## src/hw/rtl/hse_pkg.sv

```systemverilog
// Shared types and constants for the Huffman stream encoder.
// Used by hse_front, hse_queue, hse_back and huffman_stream_encoder.
package hse_pkg;

  localparam int CODE_W      = 24;  // code word field width
  localparam int LEN_W       = 5;   // code length field width
  localparam int BYTE_W      = 8;
  localparam int VBITS_W     = 4;
  localparam int ENTRY_W     = CODE_W + LEN_W;
  localparam int IN_TDATA_W  = 40;  // symbol, code_word, code_length, padded
  localparam int OUT_TDATA_W = 16;  // out_byte, valid_bits, padded
  localparam int GRP_BYTES   = 3;   // at most 7 pending + 24 new bits -> 3 bytes
  localparam int QDEPTH      = 4;
  localparam int QPTR_W      = 2;
  localparam int QCNT_W      = 3;

  typedef enum logic [1:0] {
    CMD_LOAD   = 2'd0,
    CMD_ENCODE = 2'd1,
    CMD_FLUSH  = 2'd2
  } cmd_t;

  // Bytes produced by one request, earliest in bytes[0].
  typedef struct packed {
    logic [1:0]                      n;      // 1..3 bytes
    logic [GRP_BYTES-1:0][BYTE_W-1:0] bytes;
    logic [VBITS_W-1:0]              vbits;  // valid bits of the final byte
  } group_t;

endpackage

```

## src/hw/rtl/hse_queue.sv

```systemverilog
// Short queue of byte groups between the packer and the serializer.
// Depends on hse_pkg.
module hse_queue (
  input  logic            clk,
  input  logic            rst_n,
  input  logic            push_valid,
  input  hse_pkg::group_t push_data,
  output logic            push_ready,
  output logic            head_valid,
  output hse_pkg::group_t head,
  input  logic            pop
);

  hse_pkg::group_t                 ent_r [hse_pkg::QDEPTH];
  logic [hse_pkg::QPTR_W-1:0]      wptr_r, wptr_nxt;
  logic [hse_pkg::QPTR_W-1:0]      rptr_r, rptr_nxt;
  logic [hse_pkg::QCNT_W-1:0]      cnt_r, cnt_nxt;
  logic                            do_push;
  logic                            do_pop;

  assign push_ready = (cnt_r != hse_pkg::QCNT_W'(hse_pkg::QDEPTH));
  assign head_valid = (cnt_r != '0);
  assign head       = ent_r[rptr_r];
  assign do_push    = push_valid && push_ready;
  assign do_pop     = pop && head_valid;

  always_comb begin
    wptr_nxt = do_push ? wptr_r + 1'b1 : wptr_r;
    rptr_nxt = do_pop ? rptr_r + 1'b1 : rptr_r;
    cnt_nxt  = cnt_r + hse_pkg::QCNT_W'(do_push) - hse_pkg::QCNT_W'(do_pop);
  end

  always_ff @(posedge clk) begin
    if (!rst_n) begin
      wptr_r <= '0;
      rptr_r <= '0;
      cnt_r  <= '0;
    end else begin
      wptr_r <= wptr_nxt;
      rptr_r <= rptr_nxt;
      cnt_r  <= cnt_nxt;
    end
  end

  always_ff @(posedge clk) begin
    if (do_push) begin
      ent_r[wptr_r] <= push_data;
    end
  end

endmodule

```

## config.mk

```make
export PLATFORM = sky130hd
export DESIGN_NAME = hse_queue
export DESIGN_NICKNAME = d
export VERILOG_FILES = /design/src/hw/rtl/hse_pkg.sv /design/src/hw/rtl/hse_queue.sv
export SDC_FILE = /design/constraint.sdc
export NUM_CORES = 1
export LEC_CHECK = 0
export BUFFER_PORTS_ARGS = -buffer_cell sky130_fd_sc_hd__buf_2
export CORE_ASPECT_RATIO = 0.5
export CORE_MARGIN = 5
export CORE_UTILIZATION = 50
export DETAILED_ROUTE_END_ITERATION = 7
export PLACE_DENSITY = 0.71
export SKIP_CTS_REPAIR_TIMING = 1
export SYNTH_ARGS = -nofsm -noshare
export SYNTH_HDL_FRONTEND = slang
export SYNTH_SLANG_ARGS = --single-unit
```

## constraint.sdc

```tcl
create_clock -name clk -period 6.94 [get_ports clk]
set_input_delay 0.347 -clock clk [delete_from_list [all_inputs] [get_ports clk]]
set_output_delay 0.347 -clock clk [all_outputs]
set_load 0.1 [all_outputs]
```

==> key figures <==
Floorplan
  – DIE AREA: ~0.012 mm^2
  – Die H: between 70 and 80 um
  – Core Region: approximately 0.0094 mm^2
  – I/O pins: 66
  – Cell Rows: 25
  – Die Wd: 149 um
  – Initial core utilization: 0.511

Placed design
  – DP Worst Slack: ~4500 ps
  – RD Place Congestion: 0.647
  – Port Buf Inserts: 65
  – Placed insts: 397
  – DP Wirelength: 4820 um

Final layout
  – Layout cells sized above 1: 0.459
  – Nets: ~320
  – Fillers: approximately 660
  – N_diodes: 0
  – Area grow syn2layout: 22.5%
  – Finished Layout Cells: ~430

Drt
  – Aggregate routed wire length: a little over 8000 um
  – Detailed-route via count: approximately 2300
  – Iter 0 DRT Violations: around 130
  – WL/cell: ~19 um
  – Vias per cell: about 5.3
  – DRC viols: 0
  – DRT Pass-1 Iters: 5
  – ANT nets after route: 0

Timing
  – Final setup fails: 0
  – Final hold violation count: 0
  – Slew Limit Fails: 0
  – Fin crit period: between 2000 and 3000 ps
  – Max-slew headroom: 0.239
  – Tcrit/Tclk final: 0.403
  – Slew @ Worst Pin: 1140 ps
  – RSZ-0062 raised after global routing: no
  – Clock skew: 9.11 ps
  – Hold slack: between 100 and 150 ps
  – Fin worst setup slack: around 4100 ps
  – Fmax: about 360 MHz
  – Post-Route Setup TNS: 0 ps

Critical path
  – CP required: roughly 6600 ps
  – Worst R2R Start: cnt_r[1]
  – Crit start category: flop
  – Critical path type: flop to primary output
  – CP endpoint kind: primary output
  – Crit path DAT: ~2500 ps
  – CP Max Fanout: 30

GRT
  – Initial antenna violation count: 0
  – First-pass GRT wire length: roughly 13000 um
  – GR Util All Layers: 0.152
  – Number of global-route vias before repair: 2447
  – Largest net degree at the start of global routing: 31
  – Final global-route overflow total: 0

Clock network
  – Clock root buffer: clkbuf_16
  – CTS tree: built
  – Max clock buf depth: 2
  – CTS sink cnt: 129
  – Latest clock arrival within the worst-skew pair: a little over 400 ps
  – Worst-path clk slew: around 60 ps
  – CTS Buf Count: 17
  – H-tree depth: 4

Synth
  – Synthesized Nets: approximately 250
  – Avg Inst Size Synth: approximately 24 um^2
  – Cell area after synthesis: a little under 0.005 mm^2
  – Post-synth cell types: 19
  – Synthesized instance count: a little over 200
  – Yosys warnings: 0
  – Seq/Total Area, Yosys: 0.787
  – Flops & latches, synth: about 130

Run status
  – Outcome: complete, no violations

Hold path
  – Worst Hold Class: input port to flop
  – HP Start: push_data[20]

Run
  – Maxcap violations: 0
==> layout make-up <==
cell class | count | area (um^2) | area share
Timing Repair Buffer | 65 | 325 | 0.0552
Sequential cell | 129 | 3790 | 0.643
Clock buffer | 17 | 425 | 0.0722
Inverter | 5 | 18.8 | 0.00319
Clock inverter | 15 | 209 | 0.0355
Multi-Input combinational cell | 63 | 958 | 0.163
Tap cell | 135 | 169 | 0.0287
==> cells in the mapped netlist <==
master | n | area (um^2)
mux4_2 | 30 | 676
a21boi_2 | 1 | 11.3
or3_1 | 1 | 6.26
clkbuf_1 | 1 | 3.75
and2_1 | 7 | 43.8
ha_1 | 6 | 75.1
o311ai_2 | 1 | 16.3
nor2_1 | 1 | 3.75
mux2i_1 | 2 | 20.0
nand2_1 | 5 | 18.8
dfxtp_1 | 9 | 180
inv_1 | 5 | 18.8
edfxtp_1 | 120 | 3600
fa_1 | 1 | 20.0
buf_6 | 3 | 33.8
nor2b_1 | 3 | 18.8
o31a_1 | 1 | 8.76
buf_2 | 3 | 15.0
xnor2_1 | 4 | 35.0
==> per-layer routing <==
metal	track usage	routed length, um	up-vias
li1	-	-	998
met4	0.0525	86	0
met5	0	0	-
met1	0.188	3430	1187
met2	0.248	4150	60
met3	0.0587	435	9
==> critical path: stages, from the launching register on <==
cell	delay, ps
dfxtp_2	1080
mux4_2	640
buf_2	310
==> cell families after synthesis <==
family | Yosys count | share of synthesized area
xor gates and xnor gates | 4 | 0.00729
buffers and inverters | 12 | 0.0148
and+or+nand+nor | 17 | 0.0190
AOI/OAI and AO/OA | 3 | 0.00755
DFF | 129 | 0.787
muxes | 32 | 0.145
adders and majority gates | 7 | 0.0198
==> flip-flops by register name, indices dropped and copies added, names as in the netlist, named ones only <==
name	flops
rptr_r	2
cnt_r	3
wptr_r	2
ent_r	120
==> placed cells by master, fill, tap and decap left out, types with 4 or more instances in the layout <==
cell       netlist  final
and2_2           0      4
buf_2            3     65
bufinv_16        0      4
clkbuf_16        0     17
clkinv_4         0      4
dfxtp_1          9      7
edfxtp_1       120    120
ha_1             6      6
inv_1            5      5
mux4_2          30     30
nand2_1          5      5
xnor2_1          4      4
==> worst paths after layout <==
check	endpoint	slack (ps)	cells past startpoint
min	ent_r[3][20]	150	1
min reg2reg	wptr_r[1]	500	2
max reg2reg	cnt_r[2]	4510	11
max	head[10]	4140	2
==> per-stage QoR <==
stage	utilization	cell area, um^2
5_1_grt	0.626	5890
2_1_floorplan	-	4810
3_5_place_dp	0.558	5260
3_3_place_gp	0.558	5260
6_report	0.626	5890
4_1_cts	0.626	5890
Power is left out: the tool's default activity adds up to more than one toggle a clock period on the data nets, which glitch-free logic cannot reach.
