$ cat config.mk
export PLATFORM = sky130hd
export DESIGN_NAME = hse_back
export DESIGN_NICKNAME = d
export VERILOG_FILES = /design/src/hw/rtl/hse_pkg.sv /design/src/hw/rtl/hse_back.sv
export SDC_FILE = /design/constraint.sdc
export NUM_CORES = 1
export LEC_CHECK = 0
export ABC_AREA = 1
export BUFFER_PORTS_ARGS = -buffer_cell sky130_fd_sc_hd__buf_2
export CAP_MARGIN = 10
export CORE_MARGIN = 2
export CORE_UTILIZATION = 44
export DETAILED_ROUTE_END_ITERATION = 12
export PLACE_DENSITY = 0.92
export SYNTH_ARGS = -nofsm -noshare
export SYNTH_HDL_FRONTEND = slang
export SYNTH_SLANG_ARGS = --single-unit
$ cat constraint.sdc
create_clock -name clk -period 1.9 [get_ports clk]
set_clock_uncertainty 0.1 [all_clocks]
set_input_delay 0.475 -clock clk [delete_from_list [all_inputs] [get_ports clk]]
set_output_delay 0.475 -clock clk [all_outputs]
set_load 0.02 [all_outputs]
$ cat src/hw/rtl/hse_pkg.sv
// Shared types and constants for the Huffman stream encoder.
// Used by hse_front, hse_queue, hse_back and huffman_stream_encoder.
package hse_pkg;

  localparam int CODE_W      = 24;  // code word field width
  localparam int LEN_W       = 5;   // code length field width
  localparam int BYTE_W      = 8;
  localparam int VBITS_W     = 4;
  localparam int ENTRY_W     = CODE_W + LEN_W;
  localparam int IN_TDATA_W  = 40;  // symbol, code_word, code_length, padded
  localparam int OUT_TDATA_W = 16;  // out_byte, valid_bits, padded
  localparam int GRP_BYTES   = 3;   // at most 7 pending + 24 new bits -> 3 bytes
  localparam int QDEPTH      = 4;
  localparam int QPTR_W      = 2;
  localparam int QCNT_W      = 3;

  typedef enum logic [1:0] {
    CMD_LOAD   = 2'd0,
    CMD_ENCODE = 2'd1,
    CMD_FLUSH  = 2'd2
  } cmd_t;

  // Bytes produced by one request, earliest in bytes[0].
  typedef struct packed {
    logic [1:0]                      n;      // 1..3 bytes
    logic [GRP_BYTES-1:0][BYTE_W-1:0] bytes;
    logic [VBITS_W-1:0]              vbits;  // valid bits of the final byte
  } group_t;

endpackage

$ cat src/hw/rtl/hse_back.sv
// Back end: walks each queued group one byte a cycle into the output register while out_tready allows.
// Depends on hse_pkg.
module hse_back (
  input  logic                            clk,
  input  logic                            rst_n,
  input  logic                            head_valid,
  input  hse_pkg::group_t                 head,
  output logic                            pop,
  output logic                            out_tvalid,
  input  logic                            out_tready,
  output logic [hse_pkg::OUT_TDATA_W-1:0] out_tdata,
  output logic                            out_tlast
);

  logic [1:0]                   idx_r, idx_nxt;
  logic                         out_valid_r, out_valid_nxt;
  logic [hse_pkg::BYTE_W-1:0]   byte_r;
  logic [hse_pkg::VBITS_W-1:0]  vbits_r;
  logic                         last_r;
  logic                         load;
  logic                         is_last;

  assign load    = head_valid && (!out_valid_r || out_tready);
  assign is_last = (idx_r == head.n - 2'd1);
  assign pop     = load && is_last;

  always_comb begin
    idx_nxt       = idx_r;
    out_valid_nxt = out_valid_r;
    if (load) begin
      idx_nxt       = is_last ? 2'd0 : idx_r + 2'd1;
      out_valid_nxt = 1'b1;
    end else if (out_tready) begin
      out_valid_nxt = 1'b0;
    end
  end

  always_ff @(posedge clk) begin
    if (!rst_n) begin
      idx_r       <= '0;
      out_valid_r <= 1'b0;
    end else begin
      idx_r       <= idx_nxt;
      out_valid_r <= out_valid_nxt;
    end
  end

  always_ff @(posedge clk) begin
    if (load) begin
      byte_r  <= head.bytes[idx_r];
      vbits_r <= is_last ? head.vbits : 4'd8;
      last_r  <= is_last;
    end
  end

  assign out_tvalid = out_valid_r;
  assign out_tdata  = {4'd0, vbits_r, byte_r};
  assign out_tlast  = last_r;

endmodule

==> results.yml, run 1 <==
sta:
  slew_viol_final: 0
  fmax_ghz: 0.5454
  holdWs_ps: 350.6
  min_period_over_period_pct: 96.50
  grt_setup_unrepaired: "no"
  fin_tns_setup_ps: 0
  worstMarginPinSlew_ps: 533.9
  maxSlewHeadroom_pct: 64.36
  hold_viol_final: 0
  min_period_ps: 1834
  finalSetupViolations: 0
yosys:
  synth_area_um2: 830.8
  ys.flop_type: "edfxtp_1"
  avgSynthCellArea_um2: 9.441
  synth_top_family_by_area: "simple AND/OR/NAND/NOR gates"
  muxShareOfSynthArea_pct: 0
  ys_ff_latch: 16
  synth_edf_count: 13
  syn_inst: 88
  synth_compound_area_share_pct: 14.31
  yosys.area_share.simple_pct: 20.93
  seq_area_frac_synth_pct: 54.22
  synth.most_common_cell: "o21ai_0"
  yosys_warnings: 0
  synth_top_area_share_pct: 46.99
  ys_types: 20
  async_reset_ff_share_pct: 0
  synth_xor_xnor_area_share_pct: 0
  yosys-top-cells-count: "o21ai_0 (15), edfxtp_1 (13), nor2_1 (12)"
  post-synth-top-area-cell: "edfxtp_1"
  synth.area.top_cells: "edfxtp_1 (47%), o21ai_0 (9.0%), dfxtp_1 (7.2%)"
  synth_fa_ha_area_share_pct: 0
placed_design:
  place_congestion: 0.7582
  dp_hpwl_um: 1595
  dp_cells: 160
  post_dp_cell_area_mm2: 0.001082
  io_buffers: 48
floorplan:
  dieWidth_um: 47.46
  die_h_um: 47.46
  ios: 53
  core_mm2: 0.001745
  row_count: 15
  die-area_mm2: 0.002252
  start_util_pct: 47.60
routing:
  drcViolationCount: 0
  drtIter0Drc: 18
  dr_total_vias: 819
  routed_wl_um: 2114
  drtPass1Iterations: 4
  postRouteAntennaNets: 0
  wire_per_inst_um: 12.73
  viasPerCell: 4.934
global_route:
  antenna_found_initial: 0
  grt_max_degree: 17
  grt.total_usage_pct: 21.71
  grt_pass1_vias: 754
  grt_pass1_wl_um: 3332
  grt.overflow.total: 0
pwr:
  p_per_area_mw_per_mm2: 701.6
  p_switching_w: 0.0002441
  comb_power_share_pct: 25.5
  p_seq_share_pct: 52.7
  intPower_w: 0.0005749
  p_sw_share_pct: 29.81
  vdd_drop_max_mv: 0.3849
  clkPwrFrac_pct: 21.8
  power.leakage_nw: 0.5574
final_layout:
  fin_area_mm2: 0.001167
  final_util_pct: 66.88
  area_delta_synth_final_pct: 40.51
  antenna_cells: 0
  num-nets-final: 176
  drive_above_1_share_pct: 49.65
  instances_no_fill: 166
critical_path:
  cp_max_fo: 9
  worstSetupPathType: "register to primary output"
  crit_arrival_ps: 1260
  crit_path_start_kind: "register"
  required_ps: 1320
  rrSetupSlack_ps: 420
  crit_path_end_kind: "primary output"
run_status:
  outcome: "completed"
clock_network:
  cts.sinks: 16
  ctsHtreeMaxLevel: 1
  clk_pin_slew_worst_paths_ps: 90
  root_buffer: "clkbuf_4"
  clk_latency_ps: 280
  cts_tree: "built"
  cts-buffers-inserted: 3
  clk_path_buf_depth: 2
min_path:
  hold_path_class: "input pin to register"
job:
  drv_cap: 0
[metrics by stage]
| step | power [W] | worst slack [ps] |
|---|---|---|
| finish | 0.0008190 | 66.44 |
| detailed placement | 0.0006330 | 117.3 |
| global placement | 0.0006237 | 150.4 |
| global route | 0.0008656 | 1.803 |
| CTS | 0.0008132 | 1.096 |
| floorplan | 0.0005610 | 329.2 |
[registers in the layout, summed over array words and instances, names as in the netlist]
register and count:
byte_r 8, vbits_r 4, idx_r 2, out_tlast 1
out_tvalid 1
[timing repair]
item | CTS | global route
hold buffers | 0 | 0
setup endpoints to repair | 1 | 1
resized for setup | 4 | 9
pin swaps | 1 | 1
buffers inserted | 0 | 2
[critical path: stages (launching register included)]
cell and delay [ps]:
dfxtp_4 390, nor2_2 150, nand3_4 120, a21oi_4 180, buf_6 130
[placed cells by master, fill, tap and decap left out]
cell / n
conb_1: 4
inv_1: 5
dfxtp_1: 1
nor3_2: 1
nand2_2: 2
buf_4: 5
nand3_4: 1
a21oi_4: 1
nand3_1: 10
nor2_1: 10
buf_6: 1
nand2_1: 6
clkbuf_4: 3
dfxtp_4: 2
buf_2: 47
clkinv_1: 1
inv_2: 2
nor2_2: 2
o21ai_1: 1
edfxtp_1: 13
inv_6: 1
a21boi_0: 4
o21ai_0: 15
nand4_1: 1
nand2_4: 2
[power by group through the flow]
stage                     Clock [W]  Sequential [W]  Combinational, W
after global routing       0.000198        0.000436          0.000232
after detailed placement          0        0.000438          0.000195
after CTS                  0.000186        0.000432          0.000196
after global placement            0        0.000437          0.000186
after floorplan                   0        0.000470         0.0000906
final                      0.000179        0.000431          0.000209
[routing by layer]
metal | share of wire [%] | routed length, µm | GRT usage (%) | vias to the layer above
li1 | - | - | - | 398
met1 | 39 | 835 | 24.94 | 375
met2 | 52 | 1106 | 37.84 | 40
met3 | 5.0 | 106 | 2.264 | 6
met4 | 3.1 | 65 | 14.44 | 0
met5 | 0 | 0 | 0 | -
[worst paths after layout]
kind                            startpoint          to  cells past startpoint
worst max register to register  out_tvalid   byte_r[5]                      3
worst max-delay path              idx_r[0]         pop                      4
worst min register to register  out_tvalid  out_tvalid                      2
worst min-delay path                 rst_n    idx_r[0]                      3
[kinds of logic (layout without fill, tap and decap cells)]
group,count (synthesis),in the layout
AO/OA/AOI/OAI,21,21
buffers and inverters,15,65
flip-flops,16,16
other,1,4
AND/OR/NAND/NOR,35,35
[cell type report]
class,instances,area [µm²]
clock buffer,3,22.52
clock inverter,1,3.754
fill,152,578.1
inverter,8,35.03
multi-input combinational,60,332.8
sequential,16,457.9
tap,25,31.28
timing repair buffer,53,284.0
(Power assumes the default switching activity.)
==> run 2: changes to the inputs <==
Settings changed: ABC_AREA 1 to 0, CORE_UTILIZATION 44 to 46, CTS_BUF_LIST set to sky130_fd_sc_hd__clkbuf_2 sky130_fd_sc_hd__clkbuf_4 sky130_fd_sc_hd__clkbuf_8, PLACE_DENSITY 0.92 to 0.95.
==> run 2 against run 1 <==
The flow now finishes with violations (negative setup slack). Worst setup slack got worse by 80 ps. Worst hold slack got worse by 1.8 ps. Via count fell by 16%. Critical path depth did not move. Synthesized area fell by 2.3%. Total power fell by 2.1%. First-iteration DRC count fell by 56%. Register-to-register slack barely moved. Die area fell by 6.0%. Count of clock-buffer cells in the layout did not move. Global-route usage fell by 3.9 points. Flip-flop and latch count did not move.
==> results.yml, run 2 <==
run_status:
  outcome: "finished, violations left"
  violations: "negative setup slack"
critical_path:
  startpoint: "idx_r[1]"
  crit_slowest_cell: "dfxtp_2"
  r2r_start: "idx_r[1]"
  worstSetupPathType: "register to primary output"
  cpPeakStageDelay_ps: 380
  crit_arrival_ps: 1340
  required_ps: 1320
  rrSetupSlack_ps: 410
  crit_path_start_kind: "register"
  crit_path_cell_trace: "xnor2_4 -> mux2i_2 -> and2_4 -> buf_6"
  cp_max_fo: 2
  crit_path_end_kind: "primary output"
yosys:
  synth_compound_area_share_pct: 9.553
  post-synth-top-area-cell: "edfxtp_1"
  syn_inst: 72
  yosys-top-cells-count: "edfxtp_1 (13), nand2_1 (10), mux2i_1 (8), o21ai_0 (8), and2_1 (6)"
  synth_fa_ha_area_share_pct: 0
  synth_top_area_share_pct: 48.07
  yosys.area_share.simple_pct: 15.87
  synth_top_family_by_area: "simple AND/OR/NAND/NOR gates"
  ys_ff_latch: 16
  avgSynthCellArea_um2: 11.28
  synth_edf_count: 13
  synth_area_um2: 812.0
  ys_types: 21
  synth_xor_xnor_area_share_pct: 1.079
  seq_area_frac_synth_pct: 55.47
  async_reset_ff_share_pct: 0
  synth.most_common_cell: "edfxtp_1"
  muxShareOfSynthArea_pct: 11.56
  ys.flop_type: "edfxtp_1"
  yosys_warnings: 0
  synth.area.top_cells: "edfxtp_1 (48%), mux2i_1 (9.9%), dfxtp_1 (7.4%)"
final_layout:
  fillCellCount: 138
  num-nets-final: 160
  final_common_cell: "buf_2"
  instances_no_fill: 142
  mostFrequentLayoutCells: "buf_2 (47), edfxtp_1 (13), nand2_1 (10)"
  reg.largest.list: "byte_r: 8 flops, vbits_r: 4 flops, idx_r: 2 flops"
  largest-register: "byte_r"
  largest_register_ffs: 8
  antenna_cells: 0
  area_delta_synth_final_pct: 39.60
  fin_area_mm2: 0.001134
  drive_above_1_share_pct: 48.80
min_path:
  hold_path_class: "input pin to register"
  hold_path_startpoint: "head_valid"
routing:
  wl_met3_um: 93
  wire_per_inst_um: 12.51
  highest_layer: "met4"
  wl_met1_um: 696
  viasPerCell: 4.873
  dr_total_vias: 692
  postRouteAntennaNets: 0
  drcViolationCount: 0
  dr_wl_met2_um: 941
  drtIter0Drc: 8
  routed_wl_um: 1777
  drtPass1Iterations: 5
clock_network:
  ctsHtreeMaxLevel: 1
  clk_pin_slew_worst_paths_ps: 90
  cts.sinks: 16
  cts-buffers-inserted: 3
  clk_path_buf_depth: 2
  root_buffer: "clkbuf_4"
  post_cts.repair.setup_buffers: 0
  clk_latency_ps: 290
  postCtsHoldBufs: 0
  cts_tree: "built"
floorplan:
  dieWidth_um: 46.02
  core_mm2: 0.001689
  ios: 53
  row_count: 15
  die_h_um: 46.02
  start_util_pct: 48.07
  die-area_mm2: 0.002117
global_route:
  grt_pass1_wl_um: 2553
  grt_max_degree: 16
  antenna_found_initial: 0
  grt.total_usage_pct: 17.80
  grt.overflow.total: 0
  grt_pass1_vias: 594
placed_design:
  dp_cells: 138
  dp_hpwl_um: 1341
  io_buffers: 48
  post_dp_cell_area_mm2: 0.001079
  place_congestion: 0.7753
pwr:
  p_per_area_mw_per_mm2: 707.0
  vdd_drop_max_mv: 0.4252
  power.leakage_nw: 0.5173
sta:
  maxSlewHeadroom_pct: 65.42
  min_period_ps: 1913
  grt_setup_unrepaired: "yes"
  finalSetupViolations: 1
  min_period_over_period_pct: 100.7
  worstMarginPinSlew_ps: 517.6
  hold_viol_final: 0
  slew_viol_final: 0
  fmax_ghz: 0.5227
  setup_ws_ps: -13.22
job:
  drv_cap: 0
-- run 2: final timing paths --
path / end / depth (start not counted)
setup reg to reg: byte_r[4] / 4
hold / removal: out_tvalid / 3
setup / recovery: pop / 4
hold reg to reg: out_tvalid / 3
-- run 2: area by class of cell --
class | instances | area, µm² | share of cell area (%)
Timing Repair Buffer | 53 | 284.0 | 25.06
Tap cell | 17 | 21.27 | 1.876
Multi-Input combinational cell | 51 | 346.6 | 30.57
Sequential cell | 16 | 451.7 | 39.85
Inverter | 1 | 3.754 | 0.3311
Clock inverter | 1 | 3.754 | 0.3311
Clock buffer | 3 | 22.52 | 1.987
-- run 2: power breakdown --
group	internal (W)	switching [W]
combinational	0.0000894	0.000108
clock	0.0000765	0.000106
sequential	0.000414	0.00000740
total	0.000580	0.000222
-- run 2: metal layers --
layer,vias to the layer above,track usage [%]
met1,309,20.15
met4,0,12.57
met5,-,0
met3,5,3.571
met2,28,29.44
li1,350,-
-- run 2: logic make-up (layout without fill, tap and decap cells) --
family / after synthesis / count (layout)
XOR/XNOR: 1 / 1
AND/OR/NAND/NOR: 24 / 24
AO/OA/AOI/OAI: 13 / 13
other: 1 / 4
flip-flops: 16 / 16
buffers and inverters: 8 / 58
multiplexers: 9 / 9
-- run 2: worst max-delay path: cells and delay by family (launching register included) --
| family | cells | cell delay (ps) |
|---|---|---|
| buffers and inverters | 1 | 110 |
| muxes | 1 | 250 |
| xor gates and xnor gates | 1 | 130 |
| and+or+nand+nor | 1 | 170 |
| DFF | 1 | 380 |
-- run 2: stage by stage --
stage                     worst slack (ps)  power [W]  hold WS (ps)  utilization (%)  setup TNS, ps
after detailed placement            -57.47  0.0006183         516.0            63.85         -57.47
after floorplan                      81.58  0.0005454         513.8                -              0
after global routing                -79.76  0.0008362         362.7            67.11         -79.76
after CTS                           -17.18  0.0007983         347.2            66.30         -17.18
final                               -13.22  0.0008014         348.8            67.11         -13.22
after global placement              -26.28  0.0006114         498.4            63.85         -26.28
-- run 2: timing repair --
action	CTS	global route
setup endpoints to repair	1	1
resized for setup	4	2
pin swaps	2	0
==> run 3: changes to the inputs <==
Settings changed: CELL_PAD_IN_SITES_DETAIL_PLACEMENT set to 0, CELL_PAD_IN_SITES_GLOBAL_PLACEMENT set to 1, CORE_UTILIZATION 46 to 33.
==> run 3 against run 2 <==
The run now ends clean. Via count rose by 0.14%. Routed wire length decreased by 4.8%. Cell area grew 1.8%. Highest routed layer unchanged. Critical endpoint unchanged. Largest cell class unchanged. Cell count up 8.5%. Critical path type unchanged. Total power is 4.6% higher. Flip-flop and latch count is the same. Register-to-register slack improved by 50 ps. Clock power is 23% higher.
==> results.yml, run 3 (same netlist as run 2, synthesis figures left out) <==
sta:
  hold_viol_final: 0
  min_period_over_period_pct: 99.91
  grt_setup_unrepaired: "yes"
  min_period_ps: 1898
  fmax_ghz: 0.5268
  holdWs_ps: 352.3
  slew_viol_final: 0
  finalSetupViolations: 0
critical_path:
  cp_max_fo: 2
  crit_slowest_cell: "dfxtp_2"
  cpPeakStageDelay_ps: 350
  critPathTopFamily: "flip-flops"
  crit_arrival_ps: 1320
  worstSetupPathType: "register to primary output"
  crit_path_start_kind: "register"
  crit_path_end_kind: "primary output"
  crit_path_cell_trace: "xnor2_2 -> mux2i_2 -> and2_4 -> buf_6"
  required_ps: 1320
  crit_buf_inv: 1
floorplan:
  row_count: 17
  core_mm2: 0.002276
  ios: 53
  die_h_um: 53.61
  die-area_mm2: 0.002874
  dieWidth_um: 53.61
  start_util_pct: 35.68
global_route:
  grt_pass1_vias: 619
  grt.busiest_layer: "met2"
  grt.total_usage_pct: 12.55
  grt_pass1_wl_um: 2580
  antenna_found_initial: 0
  use_met3_pct: 3.333
  grt_max_degree: 16
  use_met2_pct: 23.46
  grtUsageMet1_pct: 13.71
  grt.overflow.total: 0
routing:
  routed_wl_um: 1691
  wire_per_inst_um: 10.98
  drtIter0Drc: 4
  viasPerCell: 4.500
  drcViolationCount: 0
  postRouteAntennaNets: 0
  drtPass1Iterations: 2
  dr_total_vias: 693
job:
  drv_cap: 0
run_status:
  outcome: "completed"
final_layout:
  largest_register_ffs: 8
  antenna_cells: 0
  num-nets-final: 161
  multi_input_area_um2: 335.3
  final_common_cell: "buf_2"
  regArea_um2: 451.7
  largest-register: "byte_r"
  mostFrequentLayoutCells: "buf_2 (47), edfxtp_1 (13), nand2_1 (10)"
  reg.largest.list: "byte_r: 8 flops, vbits_r: 4 flops, idx_r: 2 flops"
  instances_no_fill: 154
  fillCellCount: 224
  drive_above_1_share_pct: 50.00
  area_delta_synth_final_pct: 42.07
clock_network:
  clk_latency_ps: 280
  clk_pin_slew_worst_paths_ps: 100
  post_cts.repair.setup_buffers: 0
  ctsHtreeMaxLevel: 1
  root_buffer: "clkbuf_4"
  cts_tree: "built"
  cts.sinks: 16
  cts-buffers-inserted: 3
  clk_path_buf_depth: 2
pwr:
  intPower_w: 0.0006188
  clkPwrFrac_pct: 26.9
  comb_power_share_pct: 22.6
  p_seq_share_pct: 50.5
  power.leakage_nw: 0.5274
  p_switching_w: 0.0002198
  vdd_drop_max_mv: 0.2612
  p_sw_share_pct: 26.21
  p_per_area_mw_per_mm2: 726.9
placed_design:
  io_buffers: 48
  dp_hpwl_um: 1345
  dp_cells: 150
  place_congestion: 0.6689
min_path:
  hold_path_class: "input pin to register"
run 3: cell types whose count changed in the layout (fill, tap and decap cells not counted):
cell,change
xnor2_2,+1
xnor2_4,-1
clkinv_1,-1
buf_4,+1
clkbuf_8,+1
run 3: metal layers:
layer / part of all wire [%] / vias up
met2: 47 / 36
li1: - / 354
met4: 1.1 / 0
met1: 41 / 301
met3: 10 / 2
met5: 0 / -
run 3: layout make-up:
cell class,count,area share [%]
Timing Repair Buffer,54,25.27
Sequential cell,16,39.15
Clock buffer,4,3.145
Multi-Input combinational cell,51,29.07
Tap cell,28,3.037
Inverter,1,0.3254
run 3: per-stage QoR:
| step | util, % | TNS (ps) | instance area, µm² | worst slack [ps] | total power (W) |
|---|---|---|---|---|---|
| finish | 50.69 | 0 | 1154 | 1.756 | 0.0008386 |
| global route | 50.69 | -64.84 | 1154 | -64.84 | 0.0008817 |
| CTS | 50.69 | -8.448 | 1154 | -8.448 | 0.0008517 |
| detailed placement | 48.32 | -60.38 | 1100 | -60.38 | 0.0006190 |
| global placement | 48.32 | -15.66 | 1100 | -15.66 | 0.0006137 |
| floorplan | - | 0 | 824.5 | 81.58 | 0.0005454 |
run 3: worst reg2reg max path: cells and delay by family (launching register included):
family / cells / cell delay [ps]
flops: 1 / 450
buf+inv: 2 / 410
simple gates: 2 / 160
compound gates: 1 / 70
run 3: power groups by stage:
stage / combinational (W) / sequential, W / clock, W
3_3_place_gp: 0.000184 / 0.000430 / 0
6_report: 0.000189 / 0.000424 / 0.000226
4_1_cts: 0.000193 / 0.000424 / 0.000235
5_1_grt: 0.000209 / 0.000426 / 0.000247
3_5_place_dp: 0.000188 / 0.000432 / 0
2_1_floorplan: 0.0000815 / 0.000464 / 0
run 3: final timing paths:
kind | start | end | slack [ps] | cells past startpoint
hold / removal | head_valid | out_tvalid | 350 | 3
hold reg to reg | idx_r[0] | idx_r[0] | 460 | 2
setup / recovery | idx_r[1] | pop | 2 | 4
setup reg to reg | idx_r[0] | byte_r[3] | 460 | 5
run 3: repair_timing:
action                                  CTS  global route
gates resized for setup                   5             0
hold buffers                              0             0
endpoints found under the setup margin    1             1
pin swaps                                 2             0
